--- src/design/crib_drag_window_checker_top_assert.svh ---
// Assertion macros for the crib drag window checker.
// Expects clk and rst_n in the scope of each use.
`ifndef CRIB_DRAG_WINDOW_CHECKER_TOP_ASSERT_SVH
`define CRIB_DRAG_WINDOW_CHECKER_TOP_ASSERT_SVH

// hold cond at every edge outside reset
`define CDWC_ASSERT_NOW(lbl, cond, msg) \
  lbl: assert property (@(posedge clk) disable iff (!rst_n) (cond)) else $error(msg);

// cons must hold in the cycle after ante
`define CDWC_ASSERT_NEXT(lbl, ante, cons, msg) \
  lbl: assert property (@(posedge clk) disable iff (!rst_n) (ante) |=> (cons)) else $error(msg);

`endif

--- src/design/cdwc_pkg.sv ---
// Shared constants and types for the crib drag window checker.
// No dependencies; imported by every module of the block.
package cdwc_pkg;

  localparam int CRIB_MAX    = 8;
  localparam int POS_BITS    = 16;
  localparam int BYTE_W      = 8;
  localparam int LEN_W       = $clog2(CRIB_MAX + 1);
  localparam int IDX_W       = (CRIB_MAX > 1) ? $clog2(CRIB_MAX) : 1;
  localparam int MATCH_W     = 16;
  localparam int PLAIN_W     = 64;
  localparam int CFG_LEN_W   = 4;
  localparam int CFG_DATA_W  = 64;
  localparam int CFG_ADDR_W  = 1;
  localparam int IN_TDATA_W  = 16;
  localparam int OUT_TDATA_W = MATCH_W + PLAIN_W;

  localparam logic [POS_BITS-1:0] POS_MAX = '1;

  localparam logic [CFG_ADDR_W-1:0] REG_CRIB_BYTES  = 1'b0;
  localparam logic [CFG_ADDR_W-1:0] REG_CRIB_LENGTH = 1'b1;

  typedef struct packed {
    logic               ok;
    logic [BYTE_W-1:0]  plain;
  } lane_res_t;

  typedef struct packed {
    logic               valid;
    logic [MATCH_W-1:0] pos;
  } cand_t;

endpackage

--- src/design/cdwc_lane.sv ---
// One checking lane: XOR of a window byte with a crib byte and the
// printable-character test. Depends on cdwc_pkg.
module cdwc_lane (
  input  logic [cdwc_pkg::BYTE_W-1:0] win_byte,
  input  logic [cdwc_pkg::BYTE_W-1:0] crib_byte,
  input  logic                        active,
  output cdwc_pkg::lane_res_t         res
);
  import cdwc_pkg::*;

  function automatic logic byte_ok(input logic [BYTE_W-1:0] c);
    logic r;
    r = (c == 8'd32) || (c == 8'd33) || (c == 8'd46) || (c == 8'd58) ||
        (c == 8'd59) || (c == 8'd63) ||
        ((c >= 8'd65) && (c <= 8'd90)) ||
        ((c >= 8'd97) && (c <= 8'd122)) ||
        ((c >= 8'd48) && (c <= 8'd57));
    return r;
  endfunction

  logic [BYTE_W-1:0] p;

  assign p         = win_byte ^ crib_byte;
  assign res.ok    = !active || byte_ok(p);
  assign res.plain = active ? p : '0;

endmodule

--- src/design/cdwc_merge.sv ---
// Merge stage: combines the lane verdicts into one result and holds it in
// an output register with a skid slot. Depends on cdwc_pkg and the macros.
module cdwc_merge (
  input  logic                                      clk,
  input  logic                                      rst_n,
  input  logic                                      push,
  input  cdwc_pkg::cand_t                           cand,
  input  cdwc_pkg::lane_res_t [cdwc_pkg::CRIB_MAX-1:0] lanes,
  output logic                                      in_ready,
  output logic                                      out_valid,
  input  logic                                      out_ready,
  output logic [cdwc_pkg::OUT_TDATA_W-1:0]          out_data
);
  import cdwc_pkg::*;
  `include "crib_drag_window_checker_top_assert.svh"

  logic                   all_ok;
  logic                   hit;
  logic                   pop;
  logic [PLAIN_W-1:0]     plain;
  logic [OUT_TDATA_W-1:0] word;

  logic                   out_valid_r, out_valid_nxt;
  logic [OUT_TDATA_W-1:0] out_data_r, out_data_nxt;
  logic                   skid_valid_r, skid_valid_nxt;
  logic [OUT_TDATA_W-1:0] skid_data_r, skid_data_nxt;

  always_comb begin
    all_ok = 1'b1;
    plain  = '0;
    for (int j = 0; j < CRIB_MAX; j++) begin
      all_ok = all_ok & lanes[j].ok;
      plain[j*BYTE_W +: BYTE_W] = lanes[j].plain;
    end
  end

  assign hit  = push && cand.valid && all_ok;
  assign word = {plain, cand.pos};
  assign pop  = out_valid_r && out_ready;

  always_comb begin
    out_valid_nxt  = out_valid_r;
    out_data_nxt   = out_data_r;
    skid_valid_nxt = skid_valid_r;
    skid_data_nxt  = skid_data_r;
    if (skid_valid_r) begin
      if (pop) begin
        out_data_nxt   = skid_data_r;
        skid_valid_nxt = 1'b0;
      end
    end else if (hit) begin
      if (!out_valid_r || pop) begin
        out_valid_nxt = 1'b1;
        out_data_nxt  = word;
      end else begin
        skid_valid_nxt = 1'b1;
        skid_data_nxt  = word;
      end
    end else if (pop) begin
      out_valid_nxt = 1'b0;
    end
  end

  always_ff @(posedge clk) begin
    if (!rst_n) begin
      out_valid_r  <= 1'b0;
      skid_valid_r <= 1'b0;
    end else begin
      out_valid_r  <= out_valid_nxt;
      skid_valid_r <= skid_valid_nxt;
    end
    out_data_r  <= out_data_nxt;
    skid_data_r <= skid_data_nxt;
  end

  assign in_ready  = !skid_valid_r;
  assign out_valid = out_valid_r;
  assign out_data  = out_data_r;

  `CDWC_ASSERT_NOW(a_skid_behind_out, !skid_valid_r || out_valid_r, "skid full, output empty")
  `CDWC_ASSERT_NEXT(a_stall_keeps_out, out_valid_r && !out_ready, out_valid_r, "stalled request lost")
  `CDWC_ASSERT_NEXT(a_stall_fills_skid, hit && out_valid_r && !out_ready, skid_valid_r, "hit not parked in skid")

endmodule

--- src/design/crib_drag_window_checker_top.sv ---
// Crib drag window checker: XOR window of two ciphertexts, eight parallel lanes
// test window XOR crib for printable text. Depends on cdwc_pkg, cdwc_lane, cdwc_merge.
// A match is registered in the output register, or in the skid slot on a stall.
// Throughput: one request per cycle while the skid is empty; combinational lanes feed
// the output register and its skid slot. Synchronous active-low reset clears the
// window, fill count, position and output buffer; crib resets to 0, length to 1.
module crib_drag_window_checker_top (
  input  logic                               clk,
  input  logic                               rst_n,
  input  logic                               in_tvalid,
  output logic                               in_tready,
  input  logic [cdwc_pkg::IN_TDATA_W-1:0]    in_tdata,   // cipher_a_byte, cipher_b_byte
  input  logic                               in_tuser,   // stream_start
  output logic                               out_tvalid,
  input  logic                               out_tready,
  output logic [cdwc_pkg::OUT_TDATA_W-1:0]   out_tdata,  // match_position, plain_window
  input  logic                               cfg_we,
  input  logic [cdwc_pkg::CFG_ADDR_W-1:0]    cfg_addr,
  input  logic [cdwc_pkg::CFG_DATA_W-1:0]    cfg_wdata
);
  import cdwc_pkg::*;
  `include "crib_drag_window_checker_top_assert.svh"

  logic [CFG_DATA_W-1:0] crib_r;
  logic [CFG_LEN_W-1:0]  crib_len_r;

  logic [CRIB_MAX-1:0][BYTE_W-1:0] win_r, win_nxt;
  logic [LEN_W-1:0]                fill_r, fill_nxt, fill_base;
  logic [POS_BITS-1:0]             pos_r, pos_nxt, here;

  logic                            accept;
  logic                            start;
  logic [LEN_W-1:0]                len;
  cand_t                           cand;
  lane_res_t [CRIB_MAX-1:0]        lanes;

  assign accept = in_tvalid && in_tready;
  assign start  = in_tuser;

  always_comb begin
    if (crib_len_r == '0) begin
      len = LEN_W'(1);
    end else if (crib_len_r > CFG_LEN_W'(CRIB_MAX)) begin
      len = LEN_W'(CRIB_MAX);
    end else begin
      len = LEN_W'(crib_len_r);
    end
  end

  always_comb begin
    win_nxt[0] = in_tdata[BYTE_W-1:0] ^ in_tdata[2*BYTE_W-1:BYTE_W];
    for (int k = 1; k < CRIB_MAX; k++) begin
      win_nxt[k] = start ? '0 : win_r[k-1];
    end
    fill_base = start ? '0 : fill_r;
    fill_nxt  = (fill_base < LEN_W'(CRIB_MAX)) ? fill_base + LEN_W'(1) : fill_base;
    here      = start ? '0 : pos_r;
    pos_nxt   = (here < POS_MAX) ? here + POS_BITS'(1) : here;
  end

  assign cand.valid = (fill_nxt >= len);
  assign cand.pos   = MATCH_W'(here - POS_BITS'(len) + POS_BITS'(1));

  for (genvar j = 0; j < CRIB_MAX; j++) begin : g_lane
    logic [IDX_W-1:0] idx;
    logic             active;
    assign idx    = IDX_W'(len - LEN_W'(j) - LEN_W'(1));
    assign active = LEN_W'(j) < len;
    cdwc_lane u_lane (
      .win_byte  (win_nxt[idx]),
      .crib_byte (crib_r[j*BYTE_W +: BYTE_W]),
      .active    (active),
      .res       (lanes[j])
    );
  end

  cdwc_merge u_merge (
    .clk       (clk),
    .rst_n     (rst_n),
    .push      (accept),
    .cand      (cand),
    .lanes     (lanes),
    .in_ready  (in_tready),
    .out_valid (out_tvalid),
    .out_ready (out_tready),
    .out_data  (out_tdata)
  );

  always_ff @(posedge clk) begin
    if (!rst_n) begin
      crib_r     <= '0;
      crib_len_r <= CFG_LEN_W'(1);
      win_r      <= '0;
      fill_r     <= '0;
      pos_r      <= '0;
    end else begin
      if (cfg_we) begin
        case (cfg_addr)
          REG_CRIB_BYTES:  crib_r     <= cfg_wdata;
          REG_CRIB_LENGTH: crib_len_r <= cfg_wdata[CFG_LEN_W-1:0];
          default: ;
        endcase
      end
      if (accept) begin
        win_r  <= win_nxt;
        fill_r <= fill_nxt;
        pos_r  <= pos_nxt;
      end
    end
  end

  `CDWC_ASSERT_NOW(a_fill_bound, fill_r <= LEN_W'(CRIB_MAX), "fill count beyond window")
  `CDWC_ASSERT_NEXT(a_start_pos, accept && start, pos_r == POS_BITS'(1), "stream start not at offset 0")
  `CDWC_ASSERT_NEXT(a_start_fill, accept && start, fill_r == LEN_W'(1), "stream start kept old bytes")

endmodule

--- config.mk ---
export PLATFORM = sky130hd
export DESIGN_NAME = crib_drag_window_checker_top
export DESIGN_NICKNAME = d
export VERILOG_FILES = /design/src/design/cdwc_pkg.sv /design/src/design/cdwc_lane.sv /design/src/design/cdwc_merge.sv /design/src/design/crib_drag_window_checker_top.sv
export VERILOG_INCLUDE_DIRS = /design/src /design/src/design
export SDC_FILE = /design/constraint.sdc
export NUM_CORES = 1
export LEC_CHECK = 0
export BUFFER_PORTS_ARGS = -buffer_cell sky130_fd_sc_hd__buf_4
export CAP_MARGIN = 20
export CORE_MARGIN = 2
export CORE_UTILIZATION = 32
export DETAILED_ROUTE_END_ITERATION = 16
export GPL_ROUTABILITY_DRIVEN = 0
export PLACE_DENSITY_LB_ADDON = 0.1
export SETUP_SLACK_MARGIN = 0.4
export SKIP_CTS_REPAIR_TIMING = 1
export SYNTH_ARGS = -nofsm -noshare
export SYNTH_HDL_FRONTEND = slang
export SYNTH_HIERARCHICAL = 1
export SYNTH_SLANG_ARGS = --single-unit
--- constraint.sdc ---
create_clock -name clk -period 31.6 [get_ports clk]
set_input_delay 1.58 -clock clk [delete_from_list [all_inputs] [get_ports clk]]
set_output_delay 1.58 -clock clk [all_outputs]
set_load 0.05 [all_outputs]
==> results of run 1 <==
## kinds of logic (layout without fill, tap and decap cells)
kind of cell / count (synthesis) / after routing / synth area share
simple gates: 604 / 604 / 0.1671
buf+inv: 137 / 294 / 0.03666
fa+ha+maj: 39 / 39 / 0.02892
xor+xnor: 106 / 106 / 0.05966
compound gates: 287 / 287 / 0.1011
mux: 221 / 221 / 0.1557
flops: 306 / 306 / 0.4510
## metrics by stage
stage               instance area [µm²]  hold slack [ns]  std cells
finish                            20260           0.4664       2545
global placement                  18960           0.4539       2477
detailed placement                18960           0.4627       2477
CTS                               20260           0.4709       2545
floorplan                         17140           0.4405       1700
global route                      20260           0.4873       2545
## worst paths after layout
kind                                    start                       to  slack (ns)
worst max-delay path            crib_len_r[1]  u_merge/skid_data_r[60]       24.53
worst min-delay path               crib_r[45]               crib_r[45]        0.47
worst max register to register  crib_len_r[1]  u_merge/skid_data_r[60]       24.53
worst min register to register     crib_r[45]               crib_r[45]        0.47
## flip-flops by register name, summed over array words and instances (netlist names)
signal                flops
u_merge/skid_data_r      80
win_r                    56
pos_r                    16
crib_r                   64
crib_len_r                4
fill_r                    4
u_merge/out_data         80
u_merge/skid_valid_r      1
u_merge/out_valid         1
## power by group
part           switching, mW  internal (mW)
clock                  0.172          0.288
sequential           0.00757          0.432
combinational          0.102         0.0553
total                  0.282          0.775
## layout make-up
type                       instances  share of cell area
clock buffer                      51             0.05138
clock inverter                    17             0.01303
timing repair buffer             186             0.06891
tap                              688             0.04248
inverter                          40            0.007534
sequential                       306              0.3816
multi-input combinational       1257              0.4351
## critical path: cells and delay by family, from the launching register on
kind	cells	cell delay (ns)
AOI/OAI and AO/OA	4	1.00
muxes	1	0.55
buffers and inverters	5	2.17
and+or+nand+nor	5	1.09
adders and majority gates	1	0.88
DFF	1	0.49
xor gates and xnor gates	1	0.39
## routing by layer
| metal | vias up | track usage | share of wire |
|---|---|---|---|
| li1 | 6301 | - | - |
| met1 | 6257 | 0.2735 | 0.49 |
| met2 | 327 | 0.2832 | 0.44 |
| met3 | 45 | 0.03318 | 0.052 |
| met4 | 0 | 0.04053 | 0.017 |
| met5 | - | 0 | 0 |
## cell usage in the layout (no fill, tap or decap), types with 25 or more instances in the layout
cell / synthesis / final
nand2_1: 264 / 263
buf_4: 10 / 186
edfxtp_1: 160 / 160
dfxtp_1: 146 / 145
a21oi_1: 141 / 141
nor2_1: 128 / 128
mux2i_1: 103 / 103
mux2_2: 87 / 87
xor2_1: 70 / 70
and2_1: 58 / 58
o21ai_0: 43 / 43
clkbuf_16: 0 / 39
ha_1: 38 / 37
inv_1: 34 / 34
nor2b_1: 30 / 29
xnor2_1: 25 / 25
==> results.json, run 1 <==
{
  "start_util": 0.3248,
  "finalWorstSetupSlack_ns": 24.53,
  "drc": 0,
  "clk_pin_slew_ns": 0.06,
  "num_rows": 84,
  "h-tree-depth": 2,
  "fp.dieW_um": 235.4,
  "ir_worst_vdd_mv": 0.02785,
  "num_vias": 12930,
  "hold-path-cell-count": 2,
  "path_cells": "nor2_4, o21ai_4, buf_4, inv_1, ha_2, buf_4, mux4_2, o21ai_0, xor2_1, nor4_1, a211o_1, o31ai_1, nand4_1, nor3_1, nor4b_2, buf_4, buf_4",
  "grt_pass1_vias": 12510,
  "ys_seq_area_frac": 0.4510,
  "die-area_um2": 55420,
  "synth_area_um2": 17140,
  "p_leak_nw": 8.257,
  "max_slew_margin": 0.2775,
  "syn-instance-count": 1700,
  "syn_avg_cell_area_um2": 10.08,
  "synth_edf_count": 160,
  "die_y_um": 235.4,
  "gr-total-overflow": 0,
  "criticalPathCategory": "flop to flop",
  "track_usage": 0.1859,
  "antenna_left": 0,
  "synth_top_cell_by_area": "edfxtp_1",
  "nFillCells": 5292,
  "cts_tree": "done",
  "status": "finished clean",
  "fin_nets": 1955,
  "crit_fanout": 56,
  "worst_path_most_repeated_cell": "buf_4",
  "ys.flop_type": "edfxtp_1",
  "clockRootBuffer": "clkbuf_16",
  "power_mw": 1.057,
  "wl_per_cell_um": 20.62,
  "tightest_slew_ns": 1.070,
  "crit_slowest_cell": "ha_2",
  "routed_wl_um": 52490,
  "max-cap-violations": 0,
  "antenna_found_initial": 0,
  "numCtsBuffers": 38,
  "setup_tns_ns": 0,
  "vias_per_cell": 5.081,
  "hpwlAfterDp_um": 38770,
  "firstDrtPassIters": 5,
  "synthTopCellsByCount": "264 x nand2_1, 160 x edfxtp_1, 146 x dfxtp_1, 141 x a21oi_1, 128 x nor2_1",
  "fin_util": 0.3840,
  "clock_path_buffers": 3,
  "synth_cell_types": 67,
  "finalHoldViolCount": 0,
  "yosysMostFrequentCell": "nand2_1",
  "core_region_area_um2": 52760,
  "ys_ff_latch": 306,
  "ff2ff_path_depth": 17,
  "synth_area_leaders": "edfxtp_1 28%, dfxtp_1 17%, mux2i_1 6.0%",
  "synth_top_area_share": 0.2804,
  "hp-class": "flop to flop",
  "diodes": 0,
  "finalMaxSlewViolations": 0,
  "finalCritPeriodShare": 0.2237,
  "rsz0062_at_grt": "no",
  "port-buffer-count": 168,
  "area.growth.synth_to_final_pct": 18.25,
  "synthArstFlopShare": 0,
  "ys_warn_count": 6,
  "setup_viol": 0,
  "regArea_um2": 7731,
  "fin_skew_ns": 0.01762,
  "start_kind": "flop",
  "grt_pass1_wl_um": 79030,
  "crit_required_ns": 31.77,
  "grt_start_max_net_pins": 90,
  "cts.sinks": 306,
  "io_pins": 169,
  "clkLatencyLatePin_ns": 0.55,
  "multi_input_area_um2": 8816,
  "critPathArrivalTime_ns": 7.24,
  "drt_iter0_drc": 1040,
  "max_freq_mhz": 141.4,
  "cpPeakStageDelay_ns": 0.88,
  "timing.final.crit_period_ns": 7.070,
  "power_density_nw_per_um2": 52.16,
  "drive_gt1_frac": 0.2138,
  "post-place-ws_ns": 24.42,
  "syn-num-nets": 1826,
  "endpoint_kind": "flop"
}
Power figures use the tool's default switching activity.
==> run 2: changes to the inputs <==
==> constraint.sdc (replaced) <==
create_clock -name clk -period 6.7 [get_ports clk]
set_input_delay 0.335 -clock clk [delete_from_list [all_inputs] [get_ports clk]]
set_output_delay 0.335 -clock clk [all_outputs]
set_load 0.05 [all_outputs]
==> run 2 against run 1 <==
Against the previous run: first-iteration DRC count down 17%; via count up 0.70%; global-route usage down 0.47 points; die area unchanged; setup slack worse by 23 ns; maximum frequency up 27%; hold slack worse by 0.44 ns; register-to-register slack worse by 23 ns; clock-buffer cell count up 7; flip-flop and latch count unchanged; critical path depth down 2; critical path type unchanged.
==> results.json, run 2 (synthesized netlist as in run 1, its figures left out) <==
{
  "status": "finished clean",
  "drc": 0,
  "global_route.usage.met2": 0.2901,
  "clockRootBuffer": "clkbuf_16",
  "tightest_slew_ns": 1.253,
  "die-area_um2": 55420,
  "critPathArrivalTime_ns": 5.79,
  "gr-total-overflow": 0,
  "fin_skew_ns": 0.02158,
  "drive_gt1_frac": 0.2242,
  "io_pins": 169,
  "min_from": "cfg_wdata[60]",
  "drt_iter0_drc": 865,
  "path_cells": "nor2_4, o21ai_4, buf_4, mux2i_1, mux2i_1, mux2i_1, xor2_1, nor4_1, a211o_1, o31ai_1, nand4_1, nor3_2, nor4b_4, buf_12, buf_12",
  "timing.final.crit_period_ns": 5.554,
  "criticalPathCategory": "flop to flop",
  "crit_slowest_cell": "dfxtp_1",
  "finalCritPeriodShare": 0.8290,
  "num_vias": 13020,
  "hold_slack_ns": 0.02608,
  "fin_nets": 1968,
  "track_usage": 0.1811,
  "vias_per_cell": 5.084,
  "setup_tns_ns": 0,
  "area.growth.synth_to_final_pct": 19.12,
  "reg2reg_from": "crib_len_r[2]",
  "setup_viol": 0,
  "final_area_um2": 20410,
  "grt.busiest_layer": "met2",
  "num_rows": 84,
  "start_kind": "flop",
  "cpPeakStageDelay_ns": 0.62,
  "clkLatencyLatePin_ns": 0.56,
  "path_buf_inv": 3,
  "power_mw": 4.841,
  "max_freq_mhz": 180.0,
  "routed_wl_um": 51130,
  "cts.sinks": 306,
  "endpoint_kind": "flop",
  "h-tree-depth": 2,
  "power_density_nw_per_um2": 237.2,
  "hpwlAfterDp_um": 37750,
  "cts_tree": "done",
  "max_slew_margin": 0.1584,
  "rsz0062_at_grt": "no",
  "finalHoldViolCount": 0,
  "p_leak_nw": 8.319,
  "max-cap-violations": 0,
  "antenna_found_initial": 0,
  "start_util": 0.3248,
  "nFillCells": 5320,
  "worst_path_most_repeated_cell": "mux2i_1",
  "critPathTopFamily": "compound AO/OA/AOI/OAI gates",
  "multi_input_area_um2": 8866,
  "final_common_cell": "nand2_1",
  "clk_pin_slew_ns": 0.07,
  "regArea_um2": 7735,
  "numCtsBuffers": 39,
  "grt_start_max_net_pins": 90,
  "die_y_um": 235.4,
  "clock_path_buffers": 3,
  "critPathLaunch": "crib_len_r[2]",
  "firstDrtPassIters": 5,
  "grt_pass1_wl_um": 77750,
  "diodes": 0,
  "grtUsageMet1": 0.2541,
  "finalMaxSlewViolations": 0,
  "wl_per_cell_um": 19.96,
  "port-buffer-count": 168,
  "antenna_left": 0,
  "ir_worst_vdd_mv": 0.1307,
  "grt_pass1_vias": 12670,
  "postPlaceCellArea_um2": 19170,
  "crit_required_ns": 6.94,
  "crit_fanout": 52,
  "core_region_area_um2": 52760,
  "hp-class": "input pin to flop",
  "final_cell_mix": "263 x nand2_1, 193 x buf_4, 160 x edfxtp_1",
  "grt_use_met3": 0.03143,
  "fp.dieW_um": 235.4
}
[run 2: cell type report]
class / count / area share
Inverter: 40 / 0.007723
Clock buffer: 58 / 0.05535
Timing Repair Buffer: 198 / 0.07589
Clock inverter: 14 / 0.005578
Tap cell: 688 / 0.04217
Sequential cell: 306 / 0.3789
Multi-Input combinational cell: 1257 / 0.4344
[run 2: per-layer routing]
layer,vias up,part of all wire
met2,289,0.46
met5,-,0
met4,0,0.018
met3,51,0.047
met1,6331,0.47
li1,6350,-
[run 2: report_power, final]
group          internal, mW  switching [mW]
clock network          1.21           0.817
registers              2.03          0.0363
logic                 0.273           0.468
total                  3.52            1.32
[run 2: final timing paths]
kind                                           endpoint  slack [ns]  cells past startpoint
worst min register to register               crib_r[52]        0.46                      2
worst max-delay path            u_merge/skid_data_r[59]        1.15                     15
worst min-delay path                         crib_r[60]        0.03                      3
worst max register to register  u_merge/skid_data_r[59]        1.15                     15
[run 2: worst register-to-register path: stages, from the launching register on]
cell	delay (ns)
dfxtp_1	0.62
nor2_4	0.15
o21ai_4	0.22
buf_4	0.59
mux2i_1	0.57
mux2i_1	0.20
mux2i_1	0.24
xor2_1	0.37
nor4_1	0.11
a211o_1	0.31
o31ai_1	0.58
nand4_1	0.29
nor3_2	0.24
nor4b_4	0.29
buf_12	0.22
buf_12	0.23
[run 2: per-stage QoR]
stage | utilization | setup WS, ns | std cells
final | 0.3869 | 1.146 | 2561
after global routing | 0.3869 | 0.8945 | 2561
after CTS | 0.3869 | 1.134 | 2561
after detailed placement | 0.3633 | 1.209 | 2489
after global placement | 0.3633 | 1.339 | 2489
after floorplan | - | 0.3759 | 1700
